## src/aes_block_cipher_cbc_assert.svh

```systemverilog
// ----------------------------------------------------------------------------
// aes assertion macros
// shared concurrent assertion helpers for the aes block
// ----------------------------------------------------------------------------
`ifndef AES_BLOCK_CIPHER_CBC_ASSERT_SVH
`define AES_BLOCK_CIPHER_CBC_ASSERT_SVH
`ifndef NO_ASSERTIONS
`define AES_ASSERT_IMP(lbl, clk, rst, a, c) \
   lbl: assert property (@(posedge clk) disable iff (rst) (a) |-> (c)) \
      else $error("assertion failed");
`define AES_ASSERT_NXT(lbl, clk, rst, a, c) \
   lbl: assert property (@(posedge clk) disable iff (rst) (a) |=> (c)) \
      else $error("assertion failed");
`else
`define AES_ASSERT_IMP(lbl, clk, rst, a, c)
`define AES_ASSERT_NXT(lbl, clk, rst, a, c)
`endif
`endif

```

## src/aes_pkg.sv

```systemverilog
// ----------------------------------------------------------------------------
// aes package
// shared types, codes and round functions
// ----------------------------------------------------------------------------
package aes_pkg;
   localparam logic [2:0] CSR_KEY0 = 3'd0;
   localparam logic [2:0] CSR_KEY1 = 3'd1;
   localparam logic [2:0] CSR_KEY2 = 3'd2;
   localparam logic [2:0] CSR_KEY3 = 3'd3;
   localparam logic [2:0] CSR_KLEN = 3'd4;
   localparam logic [2:0] CSR_MODE = 3'd5;
   localparam logic [2:0] CSR_IVH  = 3'd6;
   localparam logic [2:0] CSR_IVL  = 3'd7;

   typedef struct packed {
      logic load;      // capture item, start schedule
      logic key_step;  // compute next schedule word
      logic round;     // one cipher round
      logic finish;    // final round and chaining
   } aes_cmd_type;

   typedef struct packed {
      logic       key_done;
      logic       last_round;
   } aes_status_type;

   function automatic logic [7:0] xt(input logic [7:0] x);
      xt = {x[6:0], 1'b0} ^ (x[7] ? 8'h1b : 8'h00);
   endfunction

   function automatic logic [7:0] gmul(input logic [7:0] a, input logic [7:0] b);
      logic [7:0] r;
      logic [7:0] t;
      r = 8'h00;
      t = a;
      for (int i = 0; i < 8; i++) begin
         if (b[i]) r = r ^ t;
         t = xt(t);
      end
      gmul = r;
   endfunction

   function automatic logic [7:0] inv8(input logic [7:0] a);
      logic [7:0] r;
      logic [7:0] p;
      r = 8'h01;
      p = a;
      // a^254 by square and multiply
      for (int i = 1; i < 8; i++) begin
         p = gmul(p, p);
         r = gmul(r, p);
      end
      inv8 = r;
   endfunction

   function automatic logic [7:0] sbox_calc(input logic [7:0] a);
      logic [7:0] v;
      v = inv8(a);
      sbox_calc = v ^ {v[6:0], v[7]} ^ {v[5:0], v[7:6]} ^ {v[4:0], v[7:5]}
                  ^ {v[3:0], v[7:4]} ^ 8'h63;
   endfunction

   typedef logic [7:0] byte_tab_type [256];

   function automatic byte_tab_type make_sbox();
      byte_tab_type t;
      for (int i = 0; i < 256; i++) t[i] = sbox_calc(8'(i));
      return t;
   endfunction

   function automatic byte_tab_type make_inv();
      byte_tab_type t;
      for (int i = 0; i < 256; i++) t[sbox_calc(8'(i))] = 8'(i);
      return t;
   endfunction

   localparam byte_tab_type SBOX = make_sbox();
   localparam byte_tab_type INV_SBOX = make_inv();
endpackage

```

## src/aes_ctrl.sv

```systemverilog
// ----------------------------------------------------------------------------
// aes controller
// sequences load, key expansion and cipher rounds
// ----------------------------------------------------------------------------
`include "aes_block_cipher_cbc_assert.svh"
module aes_ctrl (
   input  logic                    clock,
   input  logic                    reset,
   input  logic                    req_valid,
   output logic                    req_stall,
   output logic                    rsp_valid,
   input  logic                    rsp_stall,
   input  aes_pkg::aes_status_type status,
   output aes_pkg::aes_cmd_type    cmd
);
   import aes_pkg::*;

   typedef enum logic [4:0] {
      ST_IDLE  = 5'b00001,
      ST_KEY   = 5'b00010,
      ST_ROUND = 5'b00100,
      ST_LAST  = 5'b01000,
      ST_OUT   = 5'b10000
   } state_type;

   state_type state_ff, state_in;
   logic      accept;

   assign req_stall = (state_ff != ST_IDLE);
   assign rsp_valid = (state_ff == ST_OUT);
   assign accept    = req_valid && (state_ff == ST_IDLE);

   always_comb begin
      cmd          = '0;
      cmd.load     = accept;
      cmd.key_step = (state_ff == ST_KEY);
      cmd.round    = (state_ff == ST_ROUND);
      cmd.finish   = (state_ff == ST_LAST);
   end

   always_comb begin
      state_in = state_ff;
      unique case (state_ff)
         ST_IDLE:  if (req_valid) state_in = ST_KEY;
         ST_KEY:   if (status.key_done) state_in = ST_ROUND;
         ST_ROUND: if (status.last_round) state_in = ST_LAST;
         ST_LAST:  state_in = ST_OUT;
         ST_OUT:   if (!rsp_stall) state_in = ST_IDLE;
         default:  state_in = ST_IDLE;
      endcase
   end

   always_ff @(posedge clock) begin
      if (reset) state_ff <= ST_IDLE;
      else       state_ff <= state_in;
   end

   `AES_ASSERT_NXT(a_accept_key, clock, reset, accept, state_ff == ST_KEY)
   `AES_ASSERT_NXT(a_last_out, clock, reset, state_ff == ST_LAST, rsp_valid)
   `AES_ASSERT_IMP(a_excl, clock, reset, rsp_valid, req_stall)
endmodule

```

## config.mk

```make
export PLATFORM = sky130hd
export DESIGN_NAME = aes_ctrl
export DESIGN_NICKNAME = d
export VERILOG_FILES = /design/src/aes_pkg.sv /design/src/aes_ctrl.sv
export VERILOG_INCLUDE_DIRS = /design/src /design/src/src
export SDC_FILE = /design/constraint.sdc
export NUM_CORES = 1
export LEC_CHECK = 0
export BUFFER_PORTS_ARGS = -buffer_cell sky130_fd_sc_hd__buf_2
export CAP_MARGIN = 20
export CORE_AREA = 8 8 45 47
export DETAILED_ROUTE_END_ITERATION = 7
export DIE_AREA = 0 0 53 55
export GPL_TIMING_DRIVEN = 0
export MAX_ROUTING_LAYER = met4
export PLACE_DENSITY_LB_ADDON = 0.2
export SYNTH_ARGS = -nofsm -noshare
export SYNTH_HDL_FRONTEND = slang
export SYNTH_SLANG_ARGS = --single-unit
```

## constraint.sdc

```tcl
create_clock -name clock -period 2.3 [get_ports clock]
set_input_delay 0.115 -clock clock [delete_from_list [all_inputs] [get_ports clock]]
set_output_delay 0.115 -clock clock [all_outputs]
set_load 0.05 [all_outputs]
```

==> Yosys cells after proc, flatten, opt, wreduce, memory -nomap -nowiden <==
Cells that the tools add are included.
{ "classes": {"eq_ne": 10, "n_mux": 5, "n_reduce_logical": 2} }
{ "op_table": {"columns": ["op", "n"], "rows": [
  ["$pmux W5 S5", 1],
  ["$mux W5", 4],
  ["$ne A2 B2 Y1 const B", 4],
  ["$eq A5 B1 Y1 const B", 1],
  ["$eq A5 B2 Y1 const B", 1],
  ["$eq A5 B3 Y1 const B", 1],
  ["$eq A5 B4 Y1 const B", 1],
  ["$eq A5 B5 Y1 const B", 1],
  ["$ne A5 B1 Y1 const B", 1],
  ["$reduce_and A4 Y1", 1],
  ["$logic_and A1 B1 Y1", 1]
]} }
{ "word_totals": {"regBits": 5, "in_bits": 6, "out_inout_bits": 6, "word_cells": 18} }

==> Depth between registers and ports, before layout <==
Gate-level depths: netlist (run 1).
{ "depth": {"depth_word": 3, "ltp_mapped": 5, "ltp_nobuf": 4} }

==> Worst setup path before layout (run 1) <==
Ideal clock, no wire load.
{ "synth_path": {"kind": "reg-to-output", "from": "register state_ff[2]", "to": "output port rsp_valid", "arrival_ns": 1.859, "setup_slack_ns": 0.326, "stages_incl_launch_ff": 3, "n_path_buf": 0, "path_cell_list": "dfxtp_1 -> or3_1 -> nor3b_1"} }
{ "synth_between": {"elab_chain_len": 1} }
{ "synth_rtl": {"columns": ["item", "line_no", "rtl"], "rows": [
  ["from (decl)", "aes_ctrl.sv:26", "state_type state_ff, state_in;"],
  ["from (signal assigned)", "aes_ctrl.sv:55", "else state_ff <= state_in;"],
  ["$eq A5 B5 Y1", "aes_ctrl.sv:30", "assign rsp_valid = (state_ff == ST_OUT);"],
  ["to (decl)", "aes_ctrl.sv:11", "output logic rsp_valid,"]
]} }
Every way passes these cells.

==> Worst setup path after layout (run 1) <==
{ "layout_path": {"from": "register state_ff[2]", "to": "output port cmd[3] (netlist bit)"} }
{ "layout_between": {"elab_chain_len": 2} }
{ "layout_rtl": {"columns": ["item", "line_no", "rtl"], "rows": [
  ["$eq A5 B1 Y1", "aes_ctrl.sv:31", "assign accept = req_valid && (state_ff == ST_IDLE);"],
  ["$logic_and A1 B1 Y1", "aes_ctrl.sv:31", null],
  ["to (decl)", "aes_ctrl.sv:14", "output aes_pkg::aes_cmd_type cmd"]
]} }
Every way passes these cells.

==> results of run 1 <==
## Yosys cell counts (all sizes together), types with 2 or more instances
cell type,number
buf,3
dfxtp,5
inv,3
nand2,4
nor2,4
nor2b,3
nor3,3
nor3b,2
o21ai,4
## worst max-delay path: cells and delay by family, from the launching register on
family / cells / cell delay (ns)
buf+inv: 3 / 0.48
simple gates: 3 / 0.86
flops: 1 / 0.34
## power by group through the flow
stage               logic (mW)  clock network [mW]  registers, mW
floorplan                0.316                   0          0.124
global placement         0.379                   0          0.131
detailed placement       0.378                   0          0.133
CTS                      0.380               0.109          0.131
global route             0.410               0.111          0.137
finish                   0.377               0.104          0.132
## per-layer routing
layer  up-vias  GRT usage, %  part of all wire [%]
li1        185             -                     -
met1       145          8.38                    44
met2        10          12.5                    47
met3         4          1.07                   5.0
met4         0          9.05                   4.6
met5         -             -                     0
## cells by family (layout without fill, tap and decap cells)
kind of cell              after synthesis  in the layout  synth area share (%)
muxes                                   2              2                  6.71
and+or+nand+nor                        23             23                  34.9
buffers and inverters                   7             22                  11.1
DFF                                     5              5                  26.8
AOI/OAI and AO/OA                       8              8                  18.1
xor gates and xnor gates                1              1                  2.35
## worst max path at each step
| stage | to | cells past startpoint | from | slack (ns) |
|---|---|---|---|---|
| 3_3_place_gp | state_ff[1] | 5 | state_ff[2] | 0.40 |
| 5_1_grt | cmd[3] | 6 | state_ff[1] | 0.13 |
| 4_1_cts | cmd[3] | 6 | state_ff[2] | 0.24 |
| 2_1_floorplan | rsp_valid | 2 | state_ff[2] | 0.33 |
| 3_5_place_dp | state_ff[1] | 5 | state_ff[2] | 0.39 |
| 6_report | cmd[3] | 6 | state_ff[2] | 0.26 |
## cell type report
| cell class | instances | share of cell area, % |
|---|---|---|
| flip-flops and latches | 5 | 21.1 |
| inverters | 3 | 2.37 |
| clock buffers | 4 | 5.54 |
| plain buffers | 4 | 6.33 |
| repair buffers | 11 | 11.6 |
| multi-input cells | 34 | 48.8 |
| well taps | 16 | 4.22 |
==> results.ini, run 1 <==
[status]
status = finished, final reports clean

[sta]
slew_headroom_pct = 77.9
final.setup.tns_ns = 0
slew_viol_final = 0
finalCritPeriodShare_pct = 88.9
rsz0062_at_grt = no
max_freq_ghz = 0.489
setup_viol = 0
fin_ws_ns = 0.256
clock_skew_ns = 0.00430
worst_hold_slack_ns = 0.178
hold_viol_final = 0
worst_slew_pin_slew_ns = 0.331
layout_min_cycle_time_ns = 2.04

[floorplan]
core_um2 = 1380
die_w_um = 53
rows = 14
ioPinCount = 12
die_y_um = 55
fp.dieArea_um2 = 2920
start_util_pct = 26.9

[power_and_ir_drop]
power.density_nw_per_um2 = 1290
power.share.clock_pct = 17.0
peakVddDrop_uv = 573
p_sw_share_pct = 46.5
p_switching_mw = 0.284
power_frac_comb_pct = 61.5
internal_power_mw = 0.328
leakage_nw = 0.239
total_power_mw = 0.612
seq_power_share_pct = 21.5

[placed_design]
dp_cells = 73
hpwl_um = 732
dpl_cell_area_um2 = 448
gp_congestion = 0.749
dpl_worst_slack_ns = 0.386
port-buffer-count = 11

[clock_network]
cts_tree = yes
cts.path.max_buffers = 2
clk_pin_slew_ns = 0.05
cts_buffers = 3
clock-root-buffer = clkbuf_4
hold_buffers = 0
clk_latency_ns = 0.25
post-cts-setup-buffers = 0
htreeDepth = 1
ctsResizeCount = 0
cts_sinks = 5

[finish]
layout_common_cells = buf_2, dfxtp_1, nor2_1, nand2_1
multi_input_area_um2 = 231
fin_util_pct = 34.3
final_common_cell = buf_2
finalNonFillerCells = 77
stdcell_area_um2 = 474
fin_nets = 68
largest_reg_flops = 5
top_register = state_ff
diodes = 0
seqCellArea_um2 = 100
area_growth_pct = 27.2
top_regs = state_ff (5)
fillCellCount = 157
layout-drive-gt1-share_pct = 31.1

[setup_path]
cp_cell_sequence = or3_1 -> or3b_1 -> buf_6 -> nor2_1 -> buf_4 -> buf_2
end_kind = output port
crit_path_start_kind = register
arrival_ns = 1.93
cp_max_fo = 6
timing.rr.start = state_ff[2]
r2r-end = state_ff[1]
worstRegToRegCells = 5
slowest_stage = or3_1
worst_path_largest_cell_delay_ns = 0.39
rrSetupSlack_ns = 0.39
crit_required_ns = 2.18
worstSetupPathType = register to output port

[min_path]
min_path_type = input pin to register
hold_end = state_ff[3]
hold_depth = 2
min_from = status[0]

[global_route]
overflow = 0
grt_pass1_vias = 377
grt_first_pass_wirelength_um = 1660
antenna_found_initial = 0
grt_max_degree = 10
grt_use_total_pct = 8.12

[routing]
route.detailed.drc = 0
via_per_inst = 4.47
drt-initial-drc-count = 2
wl_um = 966
wire_per_inst_um = 12.5
first_pass_iters = 2
ant_nets = 0
vias = 344

[synthesis]
ys_warn_count = 0
synth.area.top_cells = dfxtp_1, o221ai_4, nor2b_1
ys_types = 26
syn-num-nets = 52
ys_ff_latch = 5
yosys.area.top_type = dfxtp_1
seq_area_frac_synth_pct = 26.8
synth-main-ff-cell = dfxtp_1
syn_area_um2 = 373
synth_edf_count = 0
postSynthCellCount = 46
synth_top_area_share_pct = 26.8
synth.avg_cell_area_um2 = 8.11
ys_async_sr_fraction_pct = 0

[run]
drv_cap = 0

No activity file was read; power rests on OpenSTA's default activity.
==> inputs of run 2 (changes only) <==
--- a/config.mk
+++ b/config.mk
@@ -11,7 +11,6 @@
 export CORE_AREA = 8 8 45 47
 export DETAILED_ROUTE_END_ITERATION = 7
 export DIE_AREA = 0 0 53 55
-export GPL_TIMING_DRIVEN = 0
 export MAX_ROUTING_LAYER = met4
 export PLACE_DENSITY_LB_ADDON = 0.2
 export SYNTH_ARGS = -nofsm -noshare
==> run 2 against run 1 <==
  * Global-route usage is 1.1 points lower
  * Highest routed layer is now met3
  * Non-clock buffer count shrank 4
  * Clock skew shrank 0.0032 ns
  * Sequential share of layout area is 1.4 points higher
  * Combinational power fell by 18%
==> results.ini, run 2 (same netlist as run 1, synthesis figures left out) <==
[status]
status = finished, final reports clean

[sta]
max_freq_ghz = 0.505  ; +3.2%
final.setup.tns_ns = 0  ; unchanged
setup_viol = 0  ; unchanged
rsz0062_at_grt = no
clock_skew_ns = 0.00113  ; -0.00316 ns
slew_viol_final = 0  ; unchanged
hold_viol_final = 0  ; unchanged
layout_min_cycle_time_ns = 1.98  ; -0.0626 ns
worst_hold_slack_ns = 0.167  ; -0.0108 ns
fin_ws_ns = 0.319  ; +0.0626 ns
finalCritPeriodShare_pct = 86.1  ; -2.7 points
worst_slew_pin_slew_ns = 0.284  ; -0.0470 ns
slew_headroom_pct = 80.9  ; +3.0 points

[finish]
fin_nets = 64  ; -5.9%
top_register = state_ff
largest_reg_flops = 5  ; unchanged
layout-drive-gt1-share_pct = 28.1  ; -3.1 points
diodes = 0  ; unchanged
final_common_cell = buf_2
layout_common_cells = buf_2, dfxtp_1, nor2_1, nand2_1
top_regs = state_ff (5)
area_growth_pct = 19.1
fin_util_pct = 32.1  ; -2.2 points

[routing]
wl_um = 957  ; -0.93%
ant_nets = 0  ; unchanged
first_pass_iters = 4  ; +2
via_per_inst = 4.81  ; +7.6%
wire_per_inst_um = 13.1  ; +4.5%
drt-initial-drc-count = 8  ; +6
vias = 351  ; +2.0%
route.detailed.drc = 0  ; unchanged

[setup_path]
end_kind = output port
worstSetupPathType = register to output port
cp_max_fo = 6  ; unchanged
r2r-end = state_ff[1]
crit_required_ns = 2.18  ; about the same
timing.rr.start = state_ff[2]
rrSetupSlack_ns = 0.39  ; about the same
crit_path_start_kind = register
worstRegToRegCells = 4  ; -1
arrival_ns = 1.87  ; -0.06 ns

[global_route]
grt_use_total_pct = 7.04  ; -1.1 points
antenna_found_initial = 0  ; unchanged
grt_pass1_vias = 310  ; -18%
grt_first_pass_wirelength_um = 1370  ; -18%
overflow = 0  ; unchanged
grt_max_degree = 10  ; unchanged

[placed_design]
port-buffer-count = 11  ; unchanged
gp_congestion = 0.788  ; +5.2%
dpl_worst_slack_ns = 0.375  ; -0.0110 ns
hpwl_um = 763  ; +4.3%

[clock_network]
cts.path.max_buffers = 2  ; unchanged
cts_buffers = 3  ; unchanged
cts_tree = yes
ctsResizeCount = 0  ; unchanged
cts_sinks = 5  ; unchanged
hold_buffers = 0  ; unchanged
post-cts-setup-buffers = 0  ; unchanged
htreeDepth = 1  ; unchanged
clk_pin_slew_ns = 0.05  ; about the same
clock-root-buffer = clkbuf_4
clk_latency_ns = 0.25  ; about the same

[min_path]
min_from = status[0]
hold_depth = 2  ; unchanged
hold_end = state_ff[3]
min_path_type = input pin to register

[floorplan]
core_um2 = 1380  ; unchanged
fp.dieArea_um2 = 2920  ; unchanged
die_y_um = 55  ; unchanged
die_w_um = 53  ; unchanged
rows = 14  ; unchanged
ioPinCount = 12  ; unchanged
start_util_pct = 26.9  ; unchanged

[power_and_ir_drop]
power.density_nw_per_um2 = 1260  ; -2.2%
leakage_nw = 0.222  ; -7.4%
peakVddDrop_uv = 289  ; -50%
total_power_mw = 0.561  ; -8.4%

[run]
drv_cap = 0  ; unchanged

-- run 2: cell count changes in the layout (fill, tap and decap cells not counted) --
cell and delta:
buf_4 -2, clkbuf_1 -1, buf_6 -1
-- run 2: how the worst max path moves through the flow --
stage	startpoint	end	slack, ns
3_5_place_dp	state_ff[2]	state_ff[1]	0.38
6_report	state_ff[2]	cmd[3]	0.32
4_1_cts	state_ff[2]	cmd[3]	0.30
2_1_floorplan	state_ff[2]	rsp_valid	0.33
5_1_grt	state_ff[2]	cmd[3]	0.25
3_3_place_gp	state_ff[2]	state_ff[1]	0.41
-- run 2: power breakdown --
group	total, mW	internal [mW]	switching, mW
Clock	0.107	0.0659	0.0411
Combinational	0.308	0.113	0.195
Sequential	0.146	0.107	0.0389
Total	0.561	0.286	0.275
-- run 2: area by class of cell --
class	count	area, µm²
Fill cell	156	940
Multi-Input combinational cell	34	231
Sequential cell	5	100
Timing Repair Buffer	11	55.1
Clock buffer	4	26.3
Tap cell	16	20.0
Inverter	3	11.3
-- run 2: metal layers --
metal / global-route usage (%) / share of wire [%]
met1: 7.75 / 49
met2: 9.77 / 43
met3: 4.81 / 7.7
met4: 2.59 / 0
met5: - / 0
-- run 2: worst max-delay path: stages, from the launching register on --
cell and delay, ns:
dfxtp_1 0.35, or3_1 0.39, or3b_1 0.50, nor2_1 0.12
buf_2 0.27
-- run 2: per-stage QoR --
step | cell area [µm²] | cells
after global routing | 444 | 73
after CTS | 444 | 73
after global placement | 418 | 69
after detailed placement | 418 | 69
after floorplan | 373 | 46
final | 444 | 73
